<file path="config.mk">
export PLATFORM = sky130hd
export DESIGN_NAME = zs_ctrl
export DESIGN_NICKNAME = d
export VERILOG_FILES = /design/src/design/zs_pkg.sv /design/src/design/zs_ctrl.sv
export VERILOG_INCLUDE_DIRS = /design/src /design/src/design
export SDC_FILE = /design/constraint.sdc
export NUM_CORES = 1
export LEC_CHECK = 0
export ABC_AREA = 1
export ABC_CLOCK_PERIOD_IN_PS = 2300
export BUFFER_PORTS_ARGS = -buffer_cell sky130_fd_sc_hd__buf_4
export CORE_MARGIN = 5
export CORE_UTILIZATION = 59
export CTS_BUF_LIST = sky130_fd_sc_hd__clkbuf_4 sky130_fd_sc_hd__clkbuf_8 sky130_fd_sc_hd__clkbuf_16
export DETAILED_ROUTE_END_ITERATION = 7
export GPL_ROUTABILITY_DRIVEN = 0
export PLACE_DENSITY_LB_ADDON = 0.12
export SYNTH_ARGS = -nofsm -noshare
export SYNTH_HDL_FRONTEND = slang
export SYNTH_SLANG_ARGS = --single-unit
</file>
<file path="constraint.sdc">
create_clock -name clk -period 2.3 [get_ports clk]
set_input_delay 0.23 -clock clk [delete_from_list [all_inputs] [get_ports clk]]
set_output_delay 0.23 -clock clk [all_outputs]
set_load 0.03 [all_outputs]
</file>
<file path="src/design/zscore_standardizer_core_macros.svh">
// ---------------------------------------------------------------------------
// Assertion macros for the z-score standardiser.
// ---------------------------------------------------------------------------
`ifndef ZSCORE_STANDARDIZER_CORE_MACROS_SVH
`define ZSCORE_STANDARDIZER_CORE_MACROS_SVH
`ifndef SYNTHESIS
`define ZS_ASSERT_IMPL(label, clk, rst_n, ante, cons) \
    label: assert property (@(posedge clk) disable iff (!rst_n) (ante) |-> (cons)) \
        else $error("assertion failed");
`define ZS_ASSERT_NEXT(label, clk, rst_n, ante, cons) \
    label: assert property (@(posedge clk) disable iff (!rst_n) (ante) |=> (cons)) \
        else $error("assertion failed");
`else
`define ZS_ASSERT_IMPL(label, clk, rst_n, ante, cons)
`define ZS_ASSERT_NEXT(label, clk, rst_n, ante, cons)
`endif
`endif

</file>
<file path="src/design/zs_pkg.sv">
// ---------------------------------------------------------------------------
// zs_pkg
// Shared types and codes for the z-score standardiser.
// ---------------------------------------------------------------------------
`timescale 1ns / 1ps
package zs_pkg;
    localparam logic [1:0] CMD_TRAIN = 2'd0;
    localparam logic [1:0] CMD_FINISH = 2'd1;
    localparam logic [1:0] CMD_NORM = 2'd2;

    localparam logic [2:0] ST_OK = 3'd0;
    localparam logic [2:0] ST_FULL = 3'd1;
    localparam logic [2:0] ST_FEW = 3'd2;
    localparam logic [2:0] ST_UNFIT = 3'd3;
    localparam logic [2:0] ST_ZERO = 3'd4;

    localparam logic [3:0] OP_NONE = 4'd0;
    localparam logic [3:0] OP_SUM_CLR = 4'd1;
    localparam logic [3:0] OP_SUM_ADD = 4'd2;
    localparam logic [3:0] OP_DIV_START = 4'd3;
    localparam logic [3:0] OP_DIV_STEP = 4'd4;
    localparam logic [3:0] OP_MEAN_WR = 4'd5;
    localparam logic [3:0] OP_SQ_MUL = 4'd6;
    localparam logic [3:0] OP_SQ_ADD = 4'd7;
    localparam logic [3:0] OP_VAR_START = 4'd8;
    localparam logic [3:0] OP_SQRT_START = 4'd9;
    localparam logic [3:0] OP_SQRT_STEP = 4'd10;
    localparam logic [3:0] OP_SD_WR = 4'd11;
    localparam logic [3:0] OP_NORM_START = 4'd12;

    typedef struct packed {
        logic [3:0] op;
    } ctl_t;

    typedef struct packed {
        logic div_done;
        logic sqrt_done;
        logic sd_zero;
    } sts_t;
endpackage

</file>
<file path="src/design/zs_ctrl.sv">
// ---------------------------------------------------------------------------
// zs_ctrl
// Command sequencer: training writes, two-pass fit and normalise.
// ---------------------------------------------------------------------------
`timescale 1ns / 1ps
`include "zscore_standardizer_core_macros.svh"
module zs_ctrl #(
    parameter int DIMS = 8,
    parameter int MAX_POINTS = 1024,
    parameter int CW = 17,
    parameter int AW = 13
) (
    input  logic                      clk,
    input  logic                      rst_n,
    input  logic                      start,
    input  logic [1:0]                cmd,
    input  logic                      cfg_we,
    input  logic [3:0]                cfg_data,
    input  zs_pkg::sts_t              sts,
    output zs_pkg::ctl_t              ctl,
    output logic [$clog2(DIMS+1)-1:0] dim,
    output logic [CW-1:0]             n,
    output logic [AW-1:0]             addr,
    output logic                      we,
    output logic                      busy,
    output logic                      done,
    output logic [2:0]                status,
    output logic                      use_norm
);
    localparam int DCW = $clog2(DIMS + 1);
    localparam logic [3:0] S_IDLE = 4'd0, S_SUM_RD = 4'd1, S_SUM = 4'd2, S_MDIV = 4'd3,
                           S_MWR = 4'd4, S_SQ_RD = 4'd5, S_SQ_SUB = 4'd6, S_SQ_MUL = 4'd7,
                           S_SQ_ADD = 4'd8, S_VDIV = 4'd9, S_SQRT = 4'd10, S_SDWR = 4'd11,
                           S_NDIV = 4'd12, S_DONE = 4'd13, S_PRE = 4'd14;

    logic [3:0]     st_reg, st_next;
    logic [DCW-1:0] nd_reg, dc_reg, fd_reg;
    logic [CW-1:0]  pc_reg, p_reg;
    logic           fit_reg;
    logic [2:0]     stat_reg;
    logic           done_reg, usen_reg;
    logic [3:0]     cv;

    assign busy = (st_reg != S_IDLE) || done_reg;
    assign done = done_reg;
    assign status = stat_reg;
    assign use_norm = usen_reg;
    assign n = pc_reg;
    assign dim = (st_reg == S_IDLE && !done_reg) ? dc_reg : fd_reg;
    assign cv = (cfg_data == 4'd0) ? 4'd1 : ((32'(cfg_data) > DIMS) ? 4'(DIMS) : cfg_data);

    always_comb
    begin
        logic [AW+CW-1:0] a;
        if (st_reg != S_IDLE)
            a = (AW+CW)'(32'(p_reg) * DIMS + 32'(fd_reg));
        else if (fit_reg)
            a = '0;
        else
            a = (AW+CW)'(32'(pc_reg) * DIMS + 32'(dc_reg));
        addr = a[AW-1:0];
    end

    always_comb
    begin
        ctl.op = zs_pkg::OP_NONE;
        we = 1'b0;
        st_next = st_reg;
        unique case (st_reg)
            S_IDLE:
            begin
                if (start && !done_reg && cmd == zs_pkg::CMD_TRAIN
                        && (fit_reg || 32'(pc_reg) < MAX_POINTS))
                begin
                    we = 1'b1;
                end
            end
            S_PRE:    begin ctl.op = zs_pkg::OP_SUM_CLR; st_next = S_SUM_RD; end
            S_SUM_RD: st_next = S_SUM;
            S_SUM:
            begin
                ctl.op = zs_pkg::OP_SUM_ADD;
                st_next = (p_reg == pc_reg - CW'(1)) ? S_MDIV : S_SUM_RD;
            end
            S_MDIV:   begin ctl.op = zs_pkg::OP_DIV_START; st_next = S_MWR; end
            S_MWR:
            begin
                ctl.op = zs_pkg::OP_DIV_STEP;
                if (sts.div_done)
                begin
                    ctl.op = zs_pkg::OP_MEAN_WR;
                    st_next = S_SQ_RD;
                end
            end
            S_SQ_RD:  st_next = S_SQ_SUB;
            S_SQ_SUB: begin ctl.op = zs_pkg::OP_SQ_MUL; st_next = S_SQ_MUL; end
            S_SQ_MUL: st_next = S_SQ_ADD;
            S_SQ_ADD:
            begin
                ctl.op = zs_pkg::OP_SQ_ADD;
                st_next = (p_reg == pc_reg - CW'(1)) ? S_VDIV : S_SQ_RD;
            end
            S_VDIV:   begin ctl.op = zs_pkg::OP_VAR_START; st_next = S_SQRT; end
            S_SQRT:
            begin
                ctl.op = zs_pkg::OP_DIV_STEP;
                if (sts.div_done)
                begin
                    ctl.op = zs_pkg::OP_SQRT_START;
                    st_next = S_SDWR;
                end
            end
            S_SDWR:
            begin
                ctl.op = zs_pkg::OP_SQRT_STEP;
                if (sts.sqrt_done)
                begin
                    ctl.op = zs_pkg::OP_SD_WR;
                    st_next = (fd_reg == nd_reg - DCW'(1)) ? S_DONE : S_PRE;
                end
            end
            S_NDIV:
            begin
                ctl.op = zs_pkg::OP_DIV_STEP;
                if (sts.div_done)
                begin
                    st_next = S_DONE;
                end
            end
            S_DONE:   st_next = S_IDLE;
            default:  st_next = S_IDLE;
        endcase
        if (st_reg == S_IDLE && start && !done_reg && cmd == zs_pkg::CMD_NORM && fit_reg)
        begin
            ctl.op = zs_pkg::OP_NORM_START;
        end
    end

    always_ff @(posedge clk or negedge rst_n)
    begin
        if (!rst_n)
        begin
            st_reg <= S_IDLE;
            nd_reg <= DCW'((DIMS < 8) ? DIMS : 8);
            dc_reg <= '0;
            fd_reg <= '0;
            pc_reg <= '0;
            p_reg <= '0;
            fit_reg <= 1'b0;
            stat_reg <= zs_pkg::ST_OK;
            done_reg <= 1'b0;
            usen_reg <= 1'b0;
        end
        else
        begin
            done_reg <= 1'b0;
            st_reg <= st_next;
            if (st_reg == S_SUM || st_reg == S_SQ_ADD)
            begin
                p_reg <= (p_reg == pc_reg - CW'(1)) ? '0 : p_reg + CW'(1);
            end
            if (st_reg == S_SDWR && sts.sqrt_done)
            begin
                fd_reg <= fd_reg + DCW'(1);
                if (fd_reg == nd_reg - DCW'(1))
                begin
                    fit_reg <= 1'b1;
                end
            end
            if (st_reg == S_DONE)
            begin
                done_reg <= 1'b1;
            end
            if (cfg_we)
            begin
                nd_reg <= DCW'(cv);
                pc_reg <= '0;
                dc_reg <= '0;
                fit_reg <= 1'b0;
            end
            else if (st_reg == S_IDLE && start && !done_reg)
            begin
                usen_reg <= 1'b0;
                unique case (cmd)
                    zs_pkg::CMD_TRAIN:
                    begin
                        if (fit_reg)
                        begin
                            fit_reg <= 1'b0;
                            pc_reg <= '0;
                            dc_reg <= (nd_reg == DCW'(1)) ? '0 : DCW'(1);
                            if (nd_reg == DCW'(1)) pc_reg <= CW'(1);
                        end
                        else if (32'(pc_reg) >= MAX_POINTS)
                        begin
                            stat_reg <= zs_pkg::ST_FULL;
                            done_reg <= 1'b1;
                        end
                        else if (dc_reg + DCW'(1) >= nd_reg)
                        begin
                            dc_reg <= '0;
                            pc_reg <= pc_reg + CW'(1);
                        end
                        else
                        begin
                            dc_reg <= dc_reg + DCW'(1);
                        end
                    end
                    zs_pkg::CMD_FINISH:
                    begin
                        dc_reg <= '0;
                        stat_reg <= zs_pkg::ST_OK;
                        if (pc_reg < CW'(2))
                        begin
                            fit_reg <= 1'b0;
                            stat_reg <= zs_pkg::ST_FEW;
                            done_reg <= 1'b1;
                        end
                        else
                        begin
                            fit_reg <= 1'b0;
                            fd_reg <= '0;
                            p_reg <= '0;
                            st_reg <= S_PRE;
                        end
                    end
                    zs_pkg::CMD_NORM:
                    begin
                        if (!fit_reg)
                        begin
                            stat_reg <= zs_pkg::ST_UNFIT;
                            done_reg <= 1'b1;
                        end
                        else
                        begin
                            fd_reg <= dc_reg;
                            dc_reg <= (dc_reg + DCW'(1) >= nd_reg) ? '0 : dc_reg + DCW'(1);
                            usen_reg <= 1'b1;
                            if (sts.sd_zero)
                            begin
                                stat_reg <= zs_pkg::ST_ZERO;
                                done_reg <= 1'b1;
                            end
                            else
                            begin
                                stat_reg <= zs_pkg::ST_OK;
                                st_reg <= S_NDIV;
                            end
                        end
                    end
                    default:
                    begin
                    end
                endcase
            end
        end
    end

    `ZS_ASSERT_NEXT(a_done_pulse, clk, rst_n, done_reg, !done_reg)
    `ZS_ASSERT_IMPL(a_busy_done, clk, rst_n, done_reg, busy)
    `ZS_ASSERT_IMPL(a_dim_range, clk, rst_n, 1'b1, dc_reg < nd_reg)
    `ZS_ASSERT_IMPL(a_fit_pts, clk, rst_n, fit_reg, pc_reg >= CW'(2))
endmodule

</file>
## Word-level counts from Yosys, hierarchy flattened

Index checks and enable logic that the tools add are counted.

| word-level totals | value |
|---|---|
| flip-flop bits (word level) | 56 |
| input port bits | 13 |
| output and inout bits | 45 |
| logic and storage cells | 150 |

| cells by class | value |
|---|---|
| $add $sub $neg | 8 |
| magnitude comparators | 5 |
| equal/unequal tests | 24 |
| multiplexer cells | 76 |
| bitwise gates (word level) | 1 |
| reduce and logical (&&, ||, !) cells | 26 |

Operators by type and width:

| kind | count |
|---|---|
| two-way mux 17 bit | 12 |
| two-way mux 4 bit | 26 |
| case mux 4 bit (14 select lines) | 1 |
| case mux 4 bit (10 select lines) | 1 |
| adder 17 x 1 -> 17 bit, second input constant | 2 |
| equality test 4 bit, second input constant | 7 |
| adder 13 x 4 -> 13 bit | 2 |
| two-way mux 13 bit | 2 |
| two-way mux 1 bit | 21 |
| equality test 17 bit | 1 |
| greater-or-equal comparator 17 x 11 -> 1 bit, second input constant | 1 |
| less-than comparator 17 x 11 -> 1 bit, second input constant | 1 |
| less-than comparator 17 x 2 -> 1 bit, second input constant | 1 |
| subtractor 17 x 1 -> 17 bit, second input constant | 1 |
| equality test 4 x 3 -> 1 bit, second input constant | 4 |
| case mux 4 bit (2 select lines) | 2 |
| two-way mux 3 bit | 4 |
| case mux 4 bit (3 select lines) | 1 |
| logical AND 1 bit | 9 |
| case mux 3 bit (3 select lines) | 1 |
| adder 4 x 1 -> 4 bit, second input constant | 2 |
| equality test 4 x 1 -> 1 bit, second input constant | 2 |
| equality test 4 x 2 -> 1 bit, second input constant | 2 |
| logical NOT 4 bit | 2 |
| other kinds (23) | 32 |

## Logic depth before layout (Yosys ltp)

| depth | value |
|---|---|
| depth in word-level cells | 10 |
| gate-level depth with buffers | 15 |
| depth with buffers taken out | 14 |

## Worst setup path after synthesis

No wires, ideal clock.

| path | value |
|---|---|
| path type | flip-flop to output port |
| start | register pc_reg[0], in the netlist n[0] |
| end | output addr[9] |
| arrival | 2.091 ns |
| data required time | 2.070 ns |
| setup slack | -0.021 ns |
| stages on the path, launching flop included | 7 |
| buffers on the path | 0 |
| path through | dfrtp_1 > ha_1 > ha_1 > nand2_1 > nor2_1 > a21oi_1 > o31ai_1 |

| on the way | value |
|---|---|
| longest elaborated chain between the ends | 3 |

RTL lines:

| item | RTL line | RTL |
|---|---|---|
| start: declaration | zs_ctrl.sv:38 | `logic [CW-1:0] pc_reg, p_reg;` |
| start signal: assignment | zs_ctrl.sv:202 | `pc_reg <= pc_reg + CW'(1);` |
| adder 13 x 4 -> 13 bit | zs_ctrl.sv:60 | `a = (AW+CW)'(32'(pc_reg) * DIMS + 32'(dc_reg));` |
| two-way mux 13 bit | zs_ctrl.sv:57 | `else if (fit_reg)` |
| two-way mux 13 bit | zs_ctrl.sv:55 | `if (st_reg != S_IDLE)` |
| end: declaration | zs_ctrl.sv:23 | `output logic [AW-1:0] addr,` |

No other way between the ends.

## Final worst setup path

| path | value |
|---|---|
| start | register p_reg[0] |
| end | output addr[9] |

| on the way | value |
|---|---|
| longest elaborated chain between the ends | 2 |

RTL lines:

| item | RTL line | RTL |
|---|---|---|
| start: declaration | zs_ctrl.sv:38 |  |
| start signal: assignment | zs_ctrl.sv:160 | `p_reg <= (p_reg == pc_reg - CW'(1)) ? '0 : p_reg + CW'(1);` |
| adder 13 x 4 -> 13 bit | zs_ctrl.sv:56 | `a = (AW+CW)'(32'(p_reg) * DIMS + 32'(fd_reg));` |
| two-way mux 13 bit | zs_ctrl.sv:55 |  |

No other way between the ends.

==> reports/metrics.cfg <==
[finish]
antenna_cells = 0
drive_above_1_share_pct = 25.9
final_common_cell = nand2_1
multi_input_area_mm2 = 0.00291
final_cell_mix = 132 x nand2_1, 108 x inv_1, 87 x buf_4, 63 x nor2_1, 44 x dfrtp_1
register_area_mm2 = 0.00142
fillCellCount = 606
fin_util_pct = 73.9
area_growth_syn_to_layout_pct = 22.8
final_nets = 781

[logic_synthesis]
synthCells = 663
syn_avg_cell_area_um2 = 6.98
ys_warn_count = 0
syn_nets = 695
synth_edf_count = 0
synth_area_mm2 = 0.00463
synth_top_area_share_pct = 29.8
yosysSeqAreaShare_pct = 30.3
yosysUniqueCellTypes = 48
yosysTopAreaCell = dfrtp_1
synth_seq_cells = 56
ys_top_cells_by_area = dfrtp_1 30%, nand2_1 11%, inv_1 9.1%
synthFlopType = dfrtp_1
async_reset_ff_share_pct = 100

[clock_tree]
cts_sinks = 56
cts_max_path_buffers = 2
clk_pin_slew_ps = 120
clockRootBuffer = clkbuf_8
clk_latency_ps = 330
cts_max_level = 2
cts_buffers = 5
cts_tree = done

[global_routing]
grtUsageTotal_pct = 27.0
grt_max_degree = 57
grt_pass1_vias = 4695
grt_pass1_wl_um = 21700
antenna_found_initial = 0
overflow = 0

[sta]
drv_slew = 0
setup_violations = 0
min_period_ps = 2280
finalCritPeriodShare_pct = 99.0
skew_ps = 13.9
fin_setup_tns_ps = 0
rsz0062_at_grt = yes
maxSlewHeadroom_pct = 39.5
worst_slew_pin_slew_ps = 908
setup_ws_ps = 22.0
hold_viol = 0
max_freq_ghz = 0.439

[setup_path]
crit_required_ps = 2070
crit_path_max_fanout = 3
worstSetupEndpoint = addr[9]
reg2reg_to = n[6]
arrival_ps = 2050
crit_path_start = p_reg[0]
reg2reg_depth = 11
rrSetupSlack_ps = 30
worstSetupEndpointType = primary output
criticalPathCategory = reg -> out
worstSetupStartpointType = register
r2r-start = dc_reg[1]

[routing]
dr.pass1.iters = 5
drc = 0
wire_per_inst_um = 16.2
dr.first_iter.drc_count = 332
wirelength_um = 13800
vias = 4810
drtAntennaViolNets = 0
routed_via_density = 5.65

[place]
hpwl_um = 9980
pre_cts_ws_ps = 2.14
port_buffers = 57

[floorplan]
initial_core_util_pct = 60.2
dieArea_mm2 = 0.00971
dieHeight_um = 98.5
core_mm2 = 0.00769
row_count = 32
ios = 58
die-width_um = 98.5

[flow_run]
cap_violations = 0

[power_and_ir_drop]
power_leakage_nw = 2.80
cellPowerDensity_mw_per_mm2 = 833
irDropWorstVdd_mv = 0.724

[hold_path]
min_path_type = in -> reg

[status]
status = completed

-- stage by stage --
step           instance area [µm²]  instances  hold slack [ps]  total power, mW
6_report                      5680        852              115             4.73
5_1_grt                       5680        852              136             5.08
4_1_cts                       5420        842              123             4.49
3_5_place_dp                  5230        826              350             3.86
3_3_place_gp                  5230        826              336             3.82
2_1_floorplan                 4630        663            -65.6             3.07
-- what timing repair did --
action / CTS / global route
gates cloned: 0 / 1
pin swaps: 2 / 12
setup buffers: 7 / 9
setup endpoints to repair: 13 / 40
endpoints found under the hold margin: 31 / 0
resized for setup: 13 / 48
hold buffers: 1 / 0
-- Yosys cell counts (2+ instances only) --
master and count:
clkinv_1 3, nand2_1 137, nor2_4 9, clkbuf_1 2, nor3_1 13, dfrtp_1 55, o211ai_1 5, o21ai_0 33
nand4_1 9, xor2_1 28, buf_6 2, ha_1 19, nand3b_1 3, o31ai_1 4, nor2_1 71, nand3_1 41
o2111ai_1 2, xnor2_1 13, o22ai_1 15, a22o_1 2, nor2_2 22, nand3_2 3, a21oi_1 23, nand2_2 8
inv_1 112, inv_2 2, buf_2 6
-- where the power goes --
group          switching, mW  internal, mW  total (mW)
sequential             0.201          1.12        1.33
clock                  0.381         0.220       0.602
combinational           1.78          1.02        2.81
total                   2.37          2.37        4.73
-- final cells by class --
cell class	count	area share, %
multi-input combinational	479	51.2
timing repair buffer	90	12.2
clock inverter	3	0.396
inverter	117	7.82
clock buffer	5	1.21
tap	102	2.25
sequential	56	24.9
-- layer usage --
metal	vias to the layer above	wire length, µm	GRT usage [%]
met5	-	0	0
met4	0	611	11.1
met3	52	918	3.75
met2	242	6800	46.8
met1	2224	5460	33.6
li1	2292	-	-
-- kinds of logic after synthesis --
kind of cell | synth area share (%)
and+or+nand+nor | 32.8
buffers and inverters | 11.2
AOI/OAI and AO/OA | 12.2
DFF | 30.3
xor gates and xnor gates | 8.25
adders and majority gates | 5.14
-- worst max-delay path, stage by stage, from the launching register on --
cell	delay, ps
dfrtp_1	390
ha_2	190
ha_2	190
nand2_2	90
nor2_4	140
inv_2	60
nor2_4	90
inv_2	60
a21oi_1	120
o21ai_1	110
o31ai_2	80
buf_4	200
-- worst min-delay path by stage --
stage	from	end	cells after the start
floorplan	rst_n	dc_reg[0]	0
global placement	rst_n	n[5]	1
detailed placement	rst_n	n[5]	1
CTS	sts[1]	st_reg[0]	2
global route	sts[1]	st_reg[0]	2
finish	sts[1]	st_reg[0]	2
Power figures use the tool's default switching activity.
